--- config.mk ---
export PLATFORM = sky130hd
export DESIGN_NAME = sync_length_frame_receiver
export DESIGN_NICKNAME = d
export VERILOG_FILES = /design/src/hdl/slfr_pkg.sv /design/src/hdl/sync_length_frame_receiver.sv /design/src/hdl/slfr_parser.sv
export SDC_FILE = /design/constraint.sdc
export NUM_CORES = 1
export LEC_CHECK = 0
export BUFFER_PORTS_ARGS = -buffer_cell sky130_fd_sc_hd__buf_2
export CAP_MARGIN = 20
export CELL_PAD_IN_SITES_DETAIL_PLACEMENT = 1
export CELL_PAD_IN_SITES_GLOBAL_PLACEMENT = 1
export CORE_MARGIN = 2
export CORE_UTILIZATION = 31
export DETAILED_ROUTE_END_ITERATION = 10
export GPL_TIMING_DRIVEN = 0
export PLACE_DENSITY = 0.64
export SLEW_MARGIN = 20
export SYNTH_ARGS = -nofsm -noshare
export SYNTH_HDL_FRONTEND = slang
export SYNTH_SLANG_ARGS = --single-unit
--- constraint.sdc ---
create_clock -name clk -period 3.2 [get_ports clk]
set_input_delay 0.64 -clock clk [delete_from_list [all_inputs] [get_ports clk]]
set_output_delay 0.64 -clock clk [all_outputs]
set_load 0.01 [all_outputs]
--- src/hdl/slfr_pkg.sv ---
// Shared types, constants and the frame classifier for the sync-length frame receiver.
package slfr_pkg;

  localparam int BYTE_W   = 8;
  localparam int OFFSET_W = 17;
  localparam int LEN_W    = 16;
  localparam int TYPE_W   = 16;
  localparam int CLASS_W  = 3;
  localparam int IDX_W    = 8;
  localparam int CFG_W    = 16;

  localparam int OUT_FIELDS_W = BYTE_W + OFFSET_W + LEN_W + TYPE_W;
  localparam int OUT_TDATA_W  = ((OUT_FIELDS_W + 7) / 8) * 8;
  localparam int OUT_PAD_W    = OUT_TDATA_W - OUT_FIELDS_W;

  localparam logic [IDX_W-1:0] REG_MAX_LENGTH   = IDX_W'(0);
  localparam logic [IDX_W-1:0] REG_IGNORED_TYPE = IDX_W'(1);

  localparam logic [LEN_W-1:0]  MAX_LENGTH_RST   = 16'd1000;
  localparam logic [TYPE_W-1:0] IGNORED_TYPE_RST = 16'h0090;

  localparam logic [OFFSET_W-1:0] FRAME_EXTRA    = 17'd22;
  localparam logic [OFFSET_W-1:0] OFF_LEN_LOW    = 17'd4;
  localparam logic [OFFSET_W-1:0] OFF_LEN_HIGH   = 17'd5;
  localparam logic [OFFSET_W-1:0] OFF_BODY_START = 17'd6;
  localparam logic [OFFSET_W-1:0] OFF_TYPE_LO    = 17'd18;
  localparam logic [OFFSET_W-1:0] OFF_TYPE_HI    = 17'd19;
  localparam logic [OFFSET_W-1:0] OFF_SYNC_LAST  = 17'd3;

  localparam logic [BYTE_W-1:0] SYNC_WORD [4] = '{8'h12, 8'h34, 8'h56, 8'h79};

  localparam logic [TYPE_W-1:0] TYPE_A = 16'h0280;
  localparam logic [TYPE_W-1:0] TYPE_B = 16'h0281;
  localparam logic [TYPE_W-1:0] TYPE_C = 16'h0282;
  localparam logic [TYPE_W-1:0] TYPE_D = 16'h0283;
  localparam logic [TYPE_W-1:0] TYPE_E = 16'h0500;

  localparam logic [CLASS_W-1:0] CLS_EMPTY   = 3'd0;
  localparam logic [CLASS_W-1:0] CLS_IGNORED = 3'd1;
  localparam logic [CLASS_W-1:0] CLS_TYPE_A  = 3'd2;
  localparam logic [CLASS_W-1:0] CLS_TYPE_B  = 3'd3;
  localparam logic [CLASS_W-1:0] CLS_TYPE_C  = 3'd4;
  localparam logic [CLASS_W-1:0] CLS_TYPE_D  = 3'd5;
  localparam logic [CLASS_W-1:0] CLS_TYPE_E  = 3'd6;
  localparam logic [CLASS_W-1:0] CLS_UNKNOWN = 3'd7;

  typedef enum logic [1:0] {
    PH_HUNT,
    PH_LEN,
    PH_BODY
  } phase_t;

  typedef struct packed {
    logic                valid;
    logic [BYTE_W-1:0]   data_byte;
    logic [OFFSET_W-1:0] byte_offset;
    logic                frame_end;
    logic [LEN_W-1:0]    payload_length;
    logic [TYPE_W-1:0]   type_word;
    logic [CLASS_W-1:0]  frame_class;
  } result_t;

  function automatic logic [CLASS_W-1:0] classify(
    input logic [LEN_W-1:0]  len,
    input logic [TYPE_W-1:0] type_word,
    input logic [TYPE_W-1:0] ignored
  );
    logic [CLASS_W-1:0] cls;
    if (len == '0) begin
      cls = CLS_EMPTY;
    end else if (type_word == ignored) begin
      cls = CLS_IGNORED;
    end else begin
      case (type_word)
        TYPE_A:  cls = CLS_TYPE_A;
        TYPE_B:  cls = CLS_TYPE_B;
        TYPE_C:  cls = CLS_TYPE_C;
        TYPE_D:  cls = CLS_TYPE_D;
        TYPE_E:  cls = CLS_TYPE_E;
        default: cls = CLS_UNKNOWN;
      endcase
    end
    return cls;
  endfunction

endpackage

--- src/hdl/sync_length_frame_receiver.sv ---
// Top level: input register, frame parser, result register and configuration registers.
//
// Receives one byte per transfer and sustains one byte per clock while the
// output is not stalled; a byte passes through an input register and then
// a result register, which holds its result until the output takes it.
// The hunt looks for sync 12 34 56 79, then a little-endian length;
// lengths above max_length resume the hunt. Each frame byte from offset six
// on is delivered with its offset, and the last one (offset length+21)
// carries tlast, the length, the type word from offsets 18-19 and the class
// in tuser. Configuration writes are always accepted; index 0 is max_length,
// index 1 is ignored_type, other indexes are dropped.
module sync_length_frame_receiver (
  input  logic                              clk,
  input  logic                              rst_n,
  input  logic                              in_tvalid,
  output logic                              in_tready,
  input  logic [7:0]                        in_tdata,   // [7:0] rx_byte
  output logic                              out_tvalid,
  input  logic                              out_tready,
  output logic [slfr_pkg::OUT_TDATA_W-1:0]  out_tdata,  // [7:0] data_byte, [24:8] byte_offset,
                                                        // [40:25] payload_length,
                                                        // [56:41] type_word, [63:57] zero
  output logic                              out_tlast,
  output logic [slfr_pkg::CLASS_W-1:0]      out_tuser,  // [2:0] frame_class
  input  logic                              cfg_valid,
  output logic                              cfg_ready,
  input  logic [slfr_pkg::IDX_W-1:0]        cfg_index,
  input  logic [slfr_pkg::CFG_W-1:0]        cfg_data
);

  logic                          s1_valid_r;
  logic [slfr_pkg::BYTE_W-1:0]   s1_byte_r;
  logic                          out_valid_r;
  slfr_pkg::result_t             out_r;
  slfr_pkg::result_t             res;
  logic [slfr_pkg::LEN_W-1:0]    max_length_r;
  logic [slfr_pkg::TYPE_W-1:0]   ignored_type_r;
  logic                          out_free;
  logic                          step;

  assign out_free  = !out_valid_r || out_tready;
  assign step      = s1_valid_r && (!res.valid || out_free);
  assign in_tready = !s1_valid_r || step;
  assign cfg_ready = 1'b1;

  slfr_parser u_parser (
    .clk          (clk),
    .rst_n        (rst_n),
    .step         (step),
    .rx_byte      (s1_byte_r),
    .max_length   (max_length_r),
    .ignored_type (ignored_type_r),
    .res          (res)
  );

  always_ff @(posedge clk) begin
    if (!rst_n) begin
      max_length_r   <= slfr_pkg::MAX_LENGTH_RST;
      ignored_type_r <= slfr_pkg::IGNORED_TYPE_RST;
    end else if (cfg_valid && cfg_ready) begin
      case (cfg_index)
        slfr_pkg::REG_MAX_LENGTH:   max_length_r   <= cfg_data;
        slfr_pkg::REG_IGNORED_TYPE: ignored_type_r <= cfg_data;
        default: ;
      endcase
    end
  end

  always_ff @(posedge clk) begin
    if (!rst_n) begin
      s1_valid_r <= 1'b0;
    end else if (in_tvalid && in_tready) begin
      s1_valid_r <= 1'b1;
    end else if (step) begin
      s1_valid_r <= 1'b0;
    end
  end

  always_ff @(posedge clk) begin
    if (in_tvalid && in_tready) begin
      s1_byte_r <= in_tdata;
    end
  end

  always_ff @(posedge clk) begin
    if (!rst_n) begin
      out_valid_r <= 1'b0;
    end else if (step && res.valid) begin
      out_valid_r <= 1'b1;
    end else if (out_tready) begin
      out_valid_r <= 1'b0;
    end
  end

  always_ff @(posedge clk) begin
    if (step && res.valid) begin
      out_r <= res;
    end
  end

  assign out_tvalid = out_valid_r;
  assign out_tdata  = {{slfr_pkg::OUT_PAD_W{1'b0}}, out_r.type_word, out_r.payload_length,
                       out_r.byte_offset, out_r.data_byte};
  assign out_tlast  = out_r.frame_end;
  assign out_tuser  = out_r.frame_class;

endmodule

--- src/hdl/slfr_parser.sv ---
// Frame state machine: sync hunt, length capture, body offsets and end-of-frame class.
module slfr_parser (
  input  logic                          clk,
  input  logic                          rst_n,
  input  logic                          step,
  input  logic [slfr_pkg::BYTE_W-1:0]   rx_byte,
  input  logic [slfr_pkg::LEN_W-1:0]    max_length,
  input  logic [slfr_pkg::TYPE_W-1:0]   ignored_type,
  output slfr_pkg::result_t             res
);

  slfr_pkg::phase_t                phase_r, phase_nxt;
  logic [slfr_pkg::OFFSET_W-1:0]   pos_r, pos_nxt;
  logic [slfr_pkg::BYTE_W-1:0]     len_low_r, len_low_nxt;
  logic [slfr_pkg::LEN_W-1:0]      length_r, length_nxt;
  logic [slfr_pkg::OFFSET_W-1:0]   total_r, total_nxt;
  logic [slfr_pkg::TYPE_W-1:0]     type_r, type_nxt;

  always_ff @(posedge clk) begin
    if (!rst_n) begin
      phase_r   <= slfr_pkg::PH_HUNT;
      pos_r     <= '0;
      len_low_r <= '0;
      length_r  <= '0;
      total_r   <= '0;
      type_r    <= '0;
    end else if (step) begin
      phase_r   <= phase_nxt;
      pos_r     <= pos_nxt;
      len_low_r <= len_low_nxt;
      length_r  <= length_nxt;
      total_r   <= total_nxt;
      type_r    <= type_nxt;
    end
  end

  always_comb begin
    logic [slfr_pkg::LEN_W-1:0]    len;
    logic [slfr_pkg::OFFSET_W-1:0] pos_inc;
    phase_nxt   = phase_r;
    pos_nxt     = pos_r;
    len_low_nxt = len_low_r;
    length_nxt  = length_r;
    total_nxt   = total_r;
    type_nxt    = type_r;
    res         = '0;
    len         = {rx_byte, len_low_r};
    pos_inc     = pos_r + 17'd1;
    case (phase_r)
      slfr_pkg::PH_HUNT: begin
        if (rx_byte == slfr_pkg::SYNC_WORD[pos_r[1:0]]) begin
          pos_nxt = pos_inc;
          if (pos_r == slfr_pkg::OFF_SYNC_LAST) begin
            phase_nxt = slfr_pkg::PH_LEN;
          end
        end else begin
          pos_nxt = '0;
        end
      end
      slfr_pkg::PH_LEN: begin
        if (pos_r == slfr_pkg::OFF_LEN_LOW) begin
          len_low_nxt = rx_byte;
          pos_nxt     = slfr_pkg::OFF_LEN_HIGH;
        end else if (len > max_length) begin
          phase_nxt = slfr_pkg::PH_HUNT;
          pos_nxt   = '0;
        end else begin
          length_nxt = len;
          total_nxt  = {1'b0, len} + slfr_pkg::FRAME_EXTRA;
          phase_nxt  = slfr_pkg::PH_BODY;
          pos_nxt    = slfr_pkg::OFF_BODY_START;
        end
      end
      slfr_pkg::PH_BODY: begin
        if (pos_r == slfr_pkg::OFF_TYPE_LO) begin
          type_nxt = {type_r[15:8], rx_byte};
        end else if (pos_r == slfr_pkg::OFF_TYPE_HI) begin
          type_nxt = {rx_byte, type_r[7:0]};
        end
        res.valid       = 1'b1;
        res.data_byte   = rx_byte;
        res.byte_offset = pos_r;
        if (pos_inc == total_r) begin
          res.frame_end      = 1'b1;
          res.payload_length = length_r;
          res.type_word      = type_nxt;
          res.frame_class    = slfr_pkg::classify(length_r, type_nxt, ignored_type);
          phase_nxt          = slfr_pkg::PH_HUNT;
          pos_nxt            = '0;
        end else begin
          pos_nxt = pos_inc;
        end
      end
      default: begin
        phase_nxt = slfr_pkg::PH_HUNT;
        if (rx_byte == slfr_pkg::SYNC_WORD[0]) begin
          pos_nxt = 17'd1;
        end else begin
          pos_nxt = '0;
        end
      end
    endcase
  end

endmodule

==> run metrics <==
Die ar.=0.0302 mm2; H-tree Lvls=4; Slew Limit Fails=0; RSZ-0062 raised after global routing=false; Cell Area, Synth=0.00894 mm2; Worst Clk Skew=11.0 ps; CTS tree=yes; std cell rows=62; DP Worst Slack=-500 ps; routed wire length per instance=19.0 um; largest family of logic cells by synthesized area=simple AND/OR/NAND/NOR gates; Max-Cap Viols=0; Detail Placement HPWL=20,700 um; synthesis-stage register bit count=178; Placer Congestion=0.830; TritonCTS Buffers=17; final wirelength=27,800 um; Post-synth top flop=dfxtp_1; die width=174 um; first-pass GRT wire length=42,600 um; Final Critical Period=3100 ps; nets=1,123; Remaining Overflow, GRT=0; Arr. time, crit path=3460 ps; Starting DRT DRC Count=321; initial antenna violation count=0; slowest stage delay, CP=630 ps; Seq/Total Area, Yosys=0.476; Ys Warns=0; root buf cell=clkbuf_16; mux cell area share after synthesis=0.0862; CORE AREA=0.0285 mm2; Post-Synth XOR/XNOR Area=0.0596; ant diodes=0; DRC Markers=0; Rel. slew slack=0.373; first-pass iteration count of the detailed router=4; crit path kind=reg2reg; largest net degree at the start of global routing=48; slew at the pin with the worst max-slew slack=940 ps; IO Pins=108; Synth Area in Compound Gates=0.0900; vias in the first global route=7,318; f_max=0.322 GHz; Vias/cell=4.98; Hold Crit Class=in2reg; final period utilization=0.970; CP Max Fanout=10; CTS Sinks=178; post-route ant nets=0; Tot Pwr=4.61 mW; Hold Vio Cnt, Final=0; CTS Hold Buffers Added=0; asr flop ratio synth=0; critical path's slowest cell=or4_1; syn avg cell area=9.63 um2; CP cell instances=ha_1 > nand4_1 > or3_1 > or4_1 > a211oi_2 > buf_4 > clkbuf_4 > nand4_1 > a21oi_1; die height=174 um; Crit. End Element=flip-flop; Clk pin slew, worst setup/hold paths=70 ps; Crit path required time=3560 ps; simple-gate portion of the synthesized area=0.203; PwrDens=424 mW/mm2; Max clock buf depth=2; Leak=3.92 nW; Core Util, Final=0.381; Unique masters post-synth=72; share of layout cells above drive strength 1=0.198; endpoints failing setup=0; status=complete, no violations; Mapped Cells=928; startpoint types=flip-flop; Overall Global Routing Usage=0.184; starting density of the core=0.313; peak supply drop=0.288 mV; final worst slack=97.4 ps; Synth Area in Adders=0.0294; Most common cell on crit path=nand4_1; synthesis-to-finish area growth=21.7%; number of synthesized flops with an enable pin=69; port buffer count=98; via count=7,287; TNS Setup=0 ps; Clock Latency Late Sink=440 ps
[per-stage QoR]
| step | instance area [um2] | hold WS [ps] | instances |
|---|---|---|---|
| 2_1_floorplan | 8960 | 450 | 934 |
| 3_3_place_gp | 9930 | 476 | 1416 |
| 3_5_place_dp | 9960 | 479 | 1417 |
| 4_1_cts | 10700 | 354 | 1454 |
| 5_1_grt | 10900 | 354 | 1462 |
| 6_report | 10900 | 372 | 1462 |
[cells by family after synthesis]
| logic type | Yosys count |
|---|---|
| buffers and inverters | 111 |
| other | 2 |
| flip-flops | 178 |
| multiplexers | 77 |
| AO/OA/AOI/OAI | 117 |
| AND/OR/NAND/NOR | 362 |
| adder cells (fa/ha/maj) | 21 |
| XOR/XNOR | 60 |
[cells in the mapped netlist, types with 4 or more instances]
cell type | number | share of area
edfxtp_1 | 69 | 0.23
and2_1 | 37 | 0.026
and3_1 | 9 | 0.0063
xor2_1 | 21 | 0.021
o22ai_1 | 6 | 0.0042
o21ai_0 | 14 | 0.0078
o211ai_1 | 12 | 0.010
a211oi_1 | 19 | 0.016
buf_2 | 14 | 0.0078
a31oi_1 | 7 | 0.0049
mux2i_1 | 77 | 0.086
nor4_1 | 17 | 0.012
nand4_1 | 25 | 0.017
o311ai_0 | 5 | 0.0049
xnor2_1 | 38 | 0.037
inv_1 | 37 | 0.016
clkbuf_1 | 39 | 0.016
buf_4 | 11 | 0.0092
dfxtp_1 | 109 | 0.24
a21oi_1 | 26 | 0.015
nand2_1 | 63 | 0.026
nand2b_1 | 12 | 0.0084
or3_1 | 11 | 0.0077
ha_1 | 21 | 0.029
nor2b_1 | 10 | 0.0070
buf_1 | 6 | 0.0025
a2111oi_0 | 4 | 0.0039
nor3_1 | 7 | 0.0039
nand3_1 | 23 | 0.013
nor2_1 | 121 | 0.051
[cell type report]
| type | count | area (um2) |
|---|---|---|
| Clock buffer | 17 | 425 |
| Buffer | 71 | 379 |
| Inverter | 39 | 159 |
| Fill cell | 3344 | 17700 |
| Sequential cell | 178 | 4260 |
| Multi-Input combinational cell | 645 | 4420 |
| Clock inverter | 15 | 133 |
| Tap cell | 384 | 480 |
| Timing Repair Buffer | 113 | 623 |
[timing repair]
action | 4_1_cts | 5_1_grt
endpoints found under the setup margin | 73 | 57
pin swaps | 1 | 3
gates resized for setup | 21 | 39
setup buffers | 5 | 9
[final timing paths]
check	start	to	slack, ps	cells past startpoint
worst max-delay path	s1_byte_r[1]	u_parser.total_r[16]	100	9
worst min-delay path	in_tdata[4]	s1_byte_r[4]	370	1
worst max register to register	s1_byte_r[1]	u_parser.total_r[16]	100	9
worst min register to register	u_parser.type_r[3]	u_parser.type_r[3]	490	2
[worst max-delay path, delay by kind of cell (launching register included)]
kind                       cells  cell delay [ps]
AOI/OAI and AO/OA              2              480
adders and majority gates      1              350
buffers and inverters          2              430
DFF                            1              470
and+or+nand+nor                4             1300
[registers in the layout, summed over array words and instances, names as in the netlist]
name,cells
out_tdata,57
u_parser.pos_r,17
ignored_type_r,16
max_length_r,16
u_parser.length_r,16
u_parser.total_r,16
u_parser.type_r,16
s1_byte_r,8
u_parser.len_low_r,8
out_tuser,3
u_parser.phase_r,2
out_tlast,1
out_tvalid,1
s1_valid_r,1
[power by group]
group	internal (mW)	switching, mW	leakage, nW
Sequential	2.35	0.0108	1.38
Clock	1.08	0.939	0.260
Combinational	0.0759	0.160	2.28
Total	3.50	1.11	3.92
[metal layers]
| layer | GRT usage | up-vias | routed length, um |
|---|---|---|---|
| met4 | 0.0560 | 0 | 565 |
| met3 | 0.0296 | 33 | 992 |
| li1 | - | 3520 | - |
| met1 | 0.241 | 3575 | 12800 |
| met5 | 0 | - | 0 |
| met2 | 0.311 | 159 | 13400 |
[placed cells by master, fill, tap and decap left out, types with 17 or more instances in the layout]
cell,count
a211oi_1,18
a21oi_1,26
and2_1,37
buf_2,105
buf_4,27
clkbuf_1,32
clkbuf_16,17
dfxtp_1,106
edfxtp_1,69
ha_1,19
inv_1,36
mux2i_1,75
nand2_1,63
nand3_1,17
nand4_1,25
nor2_1,121
xnor2_1,38
xor2_1,21
Power figures use the tool's default switching activity.
